==> src/rtl/core/dcc_pkg.sv <==
// Constants shared by the day-count to civil-date pipeline.
// No dependencies.
package dcc_pkg;

  localparam int DayW   = 24;
  localparam int YearW  = 16;
  localparam int MonthW = 4;
  localparam int DomW   = 5;

  // x = 4*shifted + 3 - 146097*14470, always in [3813, 67112673]
  localparam int XW = 27;
  localparam logic [27:0] XOffset = 28'd33558245;

  // Division by 146097: reciprocal estimate, then one correction step
  localparam logic [17:0] EraDiv    = 18'd146097;
  localparam logic [17:0] EraRecip  = 18'd235184;   // floor(2^35 / 146097)
  localparam int          EraShift  = 35;
  localparam int          QW        = 9;            // quotient offset, at most 459
  localparam int          RW        = 19;           // remainder before correction
  localparam int          DocW      = 16;           // day of century, at most 36524

  localparam logic [21:0] CenturyMul = 22'd2939745;
  localparam int          YocW       = 7;
  localparam logic [10:0] DaysPer4Y  = 11'd1461;
  localparam int          DoyW       = 9;

  localparam logic [11:0] MonthMul  = 12'd2141;
  localparam logic [19:0] MonthAdd  = 20'd197913;
  localparam logic [15:0] DayRecip  = 16'd62690;    // ceil(2^27 / 2141)
  localparam int          DayShift  = 27;
  localparam logic [8:0]  MarchDays = 9'd306;
  localparam logic [3:0]  Months    = 4'd12;

  // year = 100*q + yoc - 21000, plus one for January and February
  localparam logic [16:0] YearBias  = 17'd21000;

endpackage

==> src/rtl/core/day_count_to_civil_date.sv <==
// Day count (days since 1970-01-01) to proleptic Gregorian year/month/day.
// One beat per cycle sustained while the output is not stalled.
// Eight register stages share one advance enable; the last stage is the output
// register, so a stalled output freezes every stage and drops s_tready.
// Reset (rst, synchronous) clears only the valid bits; data registers are free.
// Depends on dcc_pkg and dcc_era_div.
module day_count_to_civil_date (
  input  logic        clk,
  input  logic        rst,
  input  logic        s_tvalid,
  output logic        s_tready,
  input  logic [23:0] s_tdata,   // [23:0] day_number (signed)
  output logic        m_tvalid,
  input  logic        m_tready,
  output logic [31:0] m_tdata    // [15:0] year (signed), [19:16] month,
                                 // [24:20] day_of_month, [31:25] zero
);

  // Whole pipe moves when the output slot is empty or being taken.
  // No beat is taken while reset is held.
  logic en;
  assign en       = m_tready | ~m_tvalid;
  assign s_tready = en & ~rst;

  // Stages 1-4: x = 4*days + 3 - base, split into q = x / 146097 and
  // the day of the century.
  logic                     v4;
  logic [dcc_pkg::QW-1:0]   q4;
  logic [dcc_pkg::DocW-1:0] doc4;

  dcc_era_div u_era_div (
    .clk        (clk),
    .rst        (rst),
    .en         (en),
    .in_valid   (s_tvalid),
    .day_number (s_tdata),
    .out_valid  (v4),
    .era_q      (q4),
    .doc        (doc4)
  );

  // Stage 5: year of century from the high word of 2939745*(4*doc+3)
  // Stage 6: day of the March-based year, and the year before the roll
  // Stage 7: month/day linear map 2141*doy + 197913
  // Stage 8: day = low16 / 2141 by reciprocal; Jan/Feb roll into next year
  logic [3:0] vld;   // stages 5..8

  logic [dcc_pkg::QW-1:0]     q5;
  logic [dcc_pkg::DocW-1:0]   doc5;
  logic [dcc_pkg::YocW-1:0]   yoc5;
  logic [dcc_pkg::DoyW-1:0]   doy6;
  logic [16:0]                yb6;
  logic [dcc_pkg::MonthW-1:0] mon7;
  logic [15:0]                lo7;
  logic                       mar7;
  logic [dcc_pkg::YearW-1:0]  year7;
  logic [dcc_pkg::YearW-1:0]  year;
  logic [dcc_pkg::MonthW-1:0] month;
  logic [dcc_pkg::DomW-1:0]   day_of_month;

  logic [39:0] cent_prod;
  logic [17:0] yr_days;
  logic [15:0] doy_full;
  logic [16:0] yb_sum;
  logic [19:0] n3;
  logic [31:0] day_prod;

  always_comb begin
    cent_prod = 40'({doc4, 2'b11}) * 40'(dcc_pkg::CenturyMul);
    yr_days   = 18'(dcc_pkg::DaysPer4Y) * 18'(yoc5);
    doy_full  = doc5 - yr_days[17:2];
    yb_sum    = 17'(q5) * 17'd100 + 17'(yoc5) - dcc_pkg::YearBias;
    n3        = 20'(doy6) * 20'(dcc_pkg::MonthMul) + dcc_pkg::MonthAdd;
    day_prod  = 32'(lo7) * 32'(dcc_pkg::DayRecip);
  end

  always_ff @(posedge clk) begin
    if (rst) begin
      vld <= '0;
    end else if (en) begin
      vld <= {vld[2:0], v4};
    end
  end

  always_ff @(posedge clk) begin
    if (en) begin
      // stage 5
      q5   <= q4;
      doc5 <= doc4;
      yoc5 <= cent_prod[32 +: dcc_pkg::YocW];
      // stage 6
      doy6 <= doy_full[dcc_pkg::DoyW-1:0];
      yb6  <= yb_sum;
      // stage 7
      mon7  <= n3[19:16];
      lo7   <= n3[15:0];
      mar7  <= (doy6 >= dcc_pkg::MarchDays);
      year7 <= yb6[dcc_pkg::YearW-1:0];
      // stage 8
      day_of_month <= 5'(day_prod[dcc_pkg::DayShift +: dcc_pkg::DomW] + 5'd1);
      if (mar7) begin
        year  <= year7 + 16'd1;
        month <= mon7 - dcc_pkg::Months;
      end else begin
        year  <= year7;
        month <= mon7;
      end
    end
  end

  assign m_tvalid = vld[3];
  assign m_tdata  = {7'd0, day_of_month, month, year};

endmodule

==> src/rtl/core/dcc_era_div.sv <==
// Four-stage divider of the offset day count by the 400-year cycle length.
// Depends on dcc_pkg.
module dcc_era_div (
  input  logic                      clk,
  input  logic                      rst,
  input  logic                      en,
  input  logic                      in_valid,
  input  logic [dcc_pkg::DayW-1:0]  day_number,
  output logic                      out_valid,
  output logic [dcc_pkg::QW-1:0]    era_q,
  output logic [dcc_pkg::DocW-1:0]  doc
);

  logic [3:0] vld;

  logic [dcc_pkg::XW-1:0] x1, x2;
  logic [dcc_pkg::QW-1:0] q2, q3;
  logic [dcc_pkg::RW-1:0] r3;

  logic [27:0]            x_sum;
  logic [44:0]            est_prod;
  logic [26:0]            back_prod;
  logic [dcc_pkg::RW-1:0] r_fix;

  always_comb begin
    x_sum     = {{2{day_number[dcc_pkg::DayW-1]}}, day_number, 2'b00} + dcc_pkg::XOffset;
    est_prod  = 45'(x1) * 45'(dcc_pkg::EraRecip);
    back_prod = 27'(q2) * 27'(dcc_pkg::EraDiv);
    r_fix     = r3 - 19'(dcc_pkg::EraDiv);
  end

  always_ff @(posedge clk) begin
    if (rst) begin
      vld <= '0;
    end else if (en) begin
      vld <= {vld[2:0], in_valid};
    end
  end

  always_ff @(posedge clk) begin
    if (en) begin
      x1 <= x_sum[dcc_pkg::XW-1:0];
      x2 <= x1;
      q2 <= est_prod[dcc_pkg::EraShift +: dcc_pkg::QW];
      q3 <= q2;
      r3 <= 19'(x2 - back_prod);
      if (r3 >= 19'(dcc_pkg::EraDiv)) begin
        era_q <= q3 + 9'd1;
        doc   <= r_fix[17:2];
      end else begin
        era_q <= q3;
        doc   <= r3[17:2];
      end
    end
  end

  assign out_valid = vld[3];

endmodule

==> config.mk <==
export PLATFORM = sky130hd
export DESIGN_NAME = day_count_to_civil_date
export DESIGN_NICKNAME = d
export VERILOG_FILES = /design/src/rtl/core/dcc_pkg.sv /design/src/rtl/core/day_count_to_civil_date.sv /design/src/rtl/core/dcc_era_div.sv
export SDC_FILE = /design/constraint.sdc
export NUM_CORES = 2
export LEC_CHECK = 0
export BUFFER_PORTS_ARGS = -buffer_cell sky130_fd_sc_hd__buf_2
export CAP_MARGIN = 20
export CORE_MARGIN = 3
export CORE_UTILIZATION = 58
export CTS_CLUSTER_SIZE = 25
export DETAILED_ROUTE_END_ITERATION = 8
export PLACE_DENSITY = 0.78
export SYNTH_ARGS = -nofsm -noshare
export SYNTH_HDL_FRONTEND = slang
export SYNTH_SLANG_ARGS = --single-unit
==> constraint.sdc <==
create_clock -name clk -period 7.12 [get_ports clk]
set_input_delay 1.068 -clock clk [delete_from_list [all_inputs] [get_ports clk]]
set_output_delay 1.068 -clock clk [all_outputs]
set_load 0.03 [all_outputs]
* Word-level counts from Yosys, hierarchy flattened *
Cells that the tools add are included.

word-level totals
  bits of input ports = 28
  word-level logic and storage cells = 49
  register bits after elaboration = 228

operators by class
  multiply operators = 7
  mux-type cells = 4
  $lt $le $gt $ge = 2
  add/subtract/negate cells = 11
  bitwise operators = 4

operators with widths
  kind                                                                 count
  multiplier 27 x 14 -> 40 bit, second input constant                  1
  multiplier 18 x 22 -> 39 bit, second input constant                  1
  2-to-1 mux 16 bit                                                    2
  multiplier 16 x 15 -> 31 bit, second input constant                  1
  adder 26 x 27 -> 27 bit, second input constant                       1
  adder 20 x 18 -> 20 bit, second input constant                       1
  multiplier 9 x 12 -> 20 bit, second input constant                   1
  greater-or-equal comparator 19 x 18 -> 1 bit, second input constant  1
  multiplier 9 x 18 -> 19 bit, second input constant                   1
  subtractor 19 bit                                                    1
  subtractor 18 bit, second input constant                             1
  adder 16 x 1 -> 16 bit, second input constant                        1
  adder 16 x 7 -> 16 bit                                               1
  subtractor 16 x 15 -> 16 bit, second input constant                  1
  multiplier 9 x 5 -> 14 bit, second input constant                    1
  multiplier 11 x 7 -> 11 bit, first input constant                    1
  adder 9 x 1 -> 9 bit, second input constant                          1
  greater-or-equal comparator 9 bit, second input constant             1
  2-to-1 mux 9 bit                                                     1
  subtractor 9 bit                                                     1
  adder 5 x 1 -> 5 bit, second input constant                          1
  2-to-1 mux 4 bit                                                     1
  subtractor 4 bit, second input constant                              1
  inverter 1 bit                                                       2
  other kinds (2)                                                      2

* Depth between registers and ports, before layout *
  word-level depth = 3
  gate-level depth with buffers = 26
  gate-level depth less buffers = 26

* Modules after synthesis *
Synthesis repeated with hierarchy kept, for this count alone.

second synthesis, totals
  cell total of the unflattened synthesis = 2686
  area total of the unflattened synthesis = 30280.3 um^2

by module, submodules not included
  module                   times used  area an instance (um^2)  seq. area each (um^2)  cells an instance
  day_count_to_civil_date  1           17380.4                  3443.3                 1564
  dcc_era_div              1           12899.9                  3203.1                 1122

* Worst setup path before layout *
No wires, ideal clock.

  path kind = in2reg
  from = in m_tready
  to = reg day_of_month[0] (netlist name) (enable)
  setup time = 1.902 ns
  data arrival time = 5.520 ns
  slack = -0.302 ns
  cell stages on the path = 3
  path through = nor2b_1 -> clkbuf_1 -> clkinv_1

on the way
  word-level cells in the longest chain between the ends = 1

ends and longest elaborated chain
  item                  RTL line                        RTL
  from (decl)           day_count_to_civil_date.sv:14   input logic m_tready,
  OR 1 bit              day_count_to_civil_date.sv:22   assign en = m_tready | ~m_tvalid;
  to (signal assigned)  day_count_to_civil_date.sv:100  day_of_month <= 5'(day_prod[dcc_pkg::DayShift +: dcc_pkg::DomW] + 5'd1);
  to (decl)             day_count_to_civil_date.sv:59   logic [dcc_pkg::DomW-1:0] day_of_month;

Every way passes these cells.
A chain may end at the register's enable or synchronous reset.

* Final worst setup path *
  from = reg lo7[10]
  to = reg day_of_month[4] (netlist name) (data pin)

on the way
  word-level cells in the longest chain between the ends = 2

ends and longest elaborated chain
  item                          RTL line                        RTL
  from (decl)                   day_count_to_civil_date.sv:54   logic [15:0] lo7;
  from (signal assigned)        day_count_to_civil_date.sv:96   lo7 <= n3[15:0];
  multiplier 16 x 15 -> 31 bit  day_count_to_civil_date.sv:74   day_prod = 32'(lo7) * 32'(dcc_pkg::DayRecip);
  adder 5 x 1 -> 5 bit          day_count_to_civil_date.sv:100

Every way passes these cells.

==> results <==
- Clock tree synthesis selected as its root buffer the cell sky130_fd_sc_hd__clkbuf_16.
- Counting cells, the worst reg-to-reg path comes to 22.
- The average size of a mapped cell is 11.10 sq um.
- STA classifies the critical path endpoint as a flop.
- The final count of hold timing violations came to 0.
- The first global-routing pass estimated 102200 microns of wire.
- The die is 235.8 microns wide.
- Global routing used 22.39% of the available tracks across all layers.
- The number of I/O port buffers is 54.
- In the synthesized netlist, the number of instances is 2760.
- The endpoint identified for the worst register-to-register timing path is day_of_month[4].
- Traced cell by cell, the critical path runs through fa_1, fa_1, inv_1, fa_1, inv_1, fa_1, fa_1, ha_1, ha_1, o21a_1, o21ai_1, or3_1, o221ai_1, xor2_1, ha_1, nor2b_2, a21oi_1, nand2_1, a22oi_1, o21ai_0, a311oi_1, xnor2_1.
- The clock skew after layout is 15.09 ps.
- The CTS tree is yes.
- The maximum fanout encountered on the critical timing path is 9.
- The hold buffer count at CTS is 0.
- The clock network latency to the later pin of the worst-skew pair is 580 ps.
- Setup violations remaining at the end of the flow were counted as 0.
- The startpoint identified for the worst register-to-register timing path is lo7[10].
- The maximum clock rate is 0.1482 GHz.
- For flop-to-flop paths, the worst setup slack is 370 ps.
- Ranked by instance count, the synthesized netlist is headed by sky130_fd_sc_hd__inv_1, sky130_fd_sc_hd__ha_1, sky130_fd_sc_hd__fa_1, sky130_fd_sc_hd__edfxtp_1, sky130_fd_sc_hd__xnor2_1.
- The final critical path takes up 94.76% of the cycle.
- Routability-driven placement finished with a final weighted congestion of 0.8911.
- The most common cell in the synthesized netlist is sky130_fd_sc_hd__inv_1.
- The filler cells instantiated in the layout total 3966.
- The largest single stage delay on the critical path is 670 ps.
- STA puts the critical path data arrival time at 7080 ps.
- The number of buffers created by CTS is 27.
- In this run the count of I/O pins placed on the die edge is 62.
- The largest individual stage delay along the critical path comes from the cell sky130_fd_sc_hd__edfxtp_1.
- The floorplan die area is 55600 sq um.
- Setup repair after global routing left no endpoint under its margin.
- Summing over every cut layer, the via total after detailed routing is 19150.
- The final number of max-transition violations is 0.
- The cell taking the most area after synthesis is sky130_fd_sc_hd__fa_1.
- The die is 235.8 microns tall.
- The library cell appearing most often on the critical path is sky130_fd_sc_hd__fa_1.
- The layout net count is 3947.
- In this run the remaining antenna-violating nets after routing total 0.
- Counting along the longest clock path gives a buffer depth of 3.
- Registers take 6646 sq um.
- The headroom to the max-slew limit is 41.49%.
- In this run, the number of DRC markers left after iteration 0 of detailed routing was 785.
- After clock tree synthesis, the clock-pin slew on the worst setup and hold paths is 70 ps.
- Synthesis inferred 224 register bits.
- The initialized floorplan defines 83 standard-cell rows.
- The number of violations of the max-capacitance limit is 0.
- In the post-synthesis netlist, the biggest area contributors are sky130_fd_sc_hd__fa_1, sky130_fd_sc_hd__ha_1, sky130_fd_sc_hd__edfxtp_1, sky130_fd_sc_hd__inv_1, sky130_fd_sc_hd__xnor2_1.
- The layout cell share with drive strength beyond 1 is 5.471%.
- The number of warning messages in the yosys log is 0.
- After synthesis, the netlist uses 68 different library cells.
- The ratio of routed vias to standard cells is 5.367.
- Before antenna repair, the detailed router went through 5 iterations.
- The startpoint class of the critical path is a flop.
- The largest net degree at the start of global routing is 103.
- The setup TNS is 0 ps.
- The area occupied by multi-input gates is 21220 sq um.
- The antenna diode count is 0.
- For this configuration, the core starts out at a cell density of 59.11%.
- For this run, asynchronously set or reset flops after synthesis account for 0%.
- The clock net in this run drives a total of 224 sinks.
- After synthesis, flip-flops and latches occupy 21.70% of the total area.
- The total overflow left after global routing is 0.
- The actual slew at the worst max-slew pin is 875.9 ps.
- In this run the number of H-tree levels came out at 1.
- The worst hold path passes through 0 cells.
- The initial antenna violation count is 0.
- In the final routed layout, each cell accounts on average for 16.70 microns.
- The path class of the tightest hold or removal check is flop to flop.
- The post-placement setup slack is 191.9 ps.
- The synthesized design contains 216 enable-type register cells.
- The layout-stage area growth over the synthesis result is 7.316%.
- The classification of the worst setup path is flop to flop.
- In this run the most critical hold path is launched from u_era_div.era_q[7].
- The endpoint of the worst hold-timing path is q5[7].
- The count of unresolved DRC violations after routing is 0.
- The wire-length estimate of the detail-placed layout is 50080 microns.
- In this run the standard cell core region covers 51820 sq um.
- The required time of the critical path is 7450 ps.
- Setup slack on the critical path of the routed design comes to 373.3 ps.
- The synthesized netlist occupies a cell area of 30630 sq um.
- The commonest register cell after synthesis is sky130_fd_sc_hd__edfxtp_1.
- The portion of synthesized cell area occupied by the leading cell type is 28.04%.
- After detailed routing, the total wire length is 59580 microns.
- The number of global-route vias before repair is 21230.
- The worst path needs 6747 ps of the cycle, external delays included.
- The flow ran to the end, and the final reports show no timing, DRC or antenna violations.
logic make-up (layout without fill, tap and decap cells):
| logic type | after synthesis | count (layout) | synth area share [%] |
|---|---|---|---|
| buffers and inverters | 740 | 862 | 9.203 |
| flip-flops | 224 | 224 | 21.70 |
| XOR/XNOR | 173 | 173 | 4.992 |
| other | 1 | 7 | 0.01224 |
| AO/OA/AOI/OAI | 255 | 255 | 5.449 |
| AND/OR/NAND/NOR | 307 | 307 | 4.890 |
| adder cells (fa/ha/maj) | 1052 | 1052 | 53.49 |
| multiplexers | 8 | 8 | 0.2696 |
layout make-up:
class / instances / share of cell area (%)
timing repair buffer: 91 / 1.667
sequential: 224 / 20.22
tap: 680 / 2.588
clock buffer: 30 / 2.090
clock inverter: 20 / 0.6319
inverter: 721 / 8.256
multi-input combinational: 1802 / 64.55
per-layer routing:
layer	up-vias	global-route usage (%)	part of all wire, %
met1	9506	28.65	42
met5	-	0	0
li1	9165	-	-
met3	111	3.379	4.5
met4	0	6.158	2.8
met2	367	39.72	51
how the worst max path moves through the flow:
stage | slack [ps] | start | to
after floorplan | 630 | lo7[4] | day_of_month[4]
after global placement | 400 | lo7[7] | day_of_month[4]
after detailed placement | 190 | lo7[7] | day_of_month[4]
after CTS | 160 | lo7[4] | day_of_month[4]
after global routing | 7 | lo7[10] | day_of_month[4]
final | 370 | lo7[10] | day_of_month[4]
sequential cells by signal (all words and copies together), names as in the netlist, 5 cells and up:
register,count
u_era_div.x1,25
year7,16
q5,9
u_era_div.era_q,9
lo7,16
u_era_div.q2,9
yoc5,7
yb6,16
u_era_div.r3,19
u_era_div.doc,16
doc5,9
day_of_month,5
u_era_div.x2,17
u_era_div.q3,9
doy6,9
year,16
cell usage in the layout (no fill, tap or decap), types with 16 or more instances in the layout:
cell type and count:
sky130_fd_sc_hd__nand4_1 16, sky130_fd_sc_hd__xnor2_1 127, sky130_fd_sc_hd__nor3_1 25, sky130_fd_sc_hd__xor2_1 45
sky130_fd_sc_hd__edfxtp_1 216, sky130_fd_sc_hd__fa_1 429, sky130_fd_sc_hd__buf_2 54, sky130_fd_sc_hd__nor2_1 64
sky130_fd_sc_hd__buf_4 37, sky130_fd_sc_hd__clkbuf_16 27, sky130_fd_sc_hd__nand2_1 89, sky130_fd_sc_hd__a21o_1 17
sky130_fd_sc_hd__ha_1 623, sky130_fd_sc_hd__inv_1 720, sky130_fd_sc_hd__o21ai_0 54, sky130_fd_sc_hd__a21oi_1 68
sky130_fd_sc_hd__nand3_1 43
per-stage QoR:
step	std cells	cell area, sq um	utilization (%)	hold WS, ps
final	3568	32870	63.43	411.6
after global routing	3568	32870	63.43	414.2
after CTS	3556	32750	63.20	410.6
after global placement	3506	31860	61.47	401.1
after floorplan	2766	30650	-	400.3
after detailed placement	3506	31860	61.47	404.5
repair_timing:
item,CTS,global route
buffers inserted,0,12
endpoints found under the setup margin,0,1
gates resized for setup,0,10
worst max-delay path, delay by kind of cell, from the launching register on:
| family | cells | cell delay (ps) |
|---|---|---|
| fa+ha+maj | 8 | 3480 |
| xor+xnor | 2 | 240 |
| flops | 1 | 670 |
| buf+inv | 2 | 110 |
| compound gates | 7 | 1320 |
| simple gates | 3 | 660 |
Power is left out: the tool's default activity adds up to more than one toggle a clock period on the data nets, which glitch-free logic cannot reach.
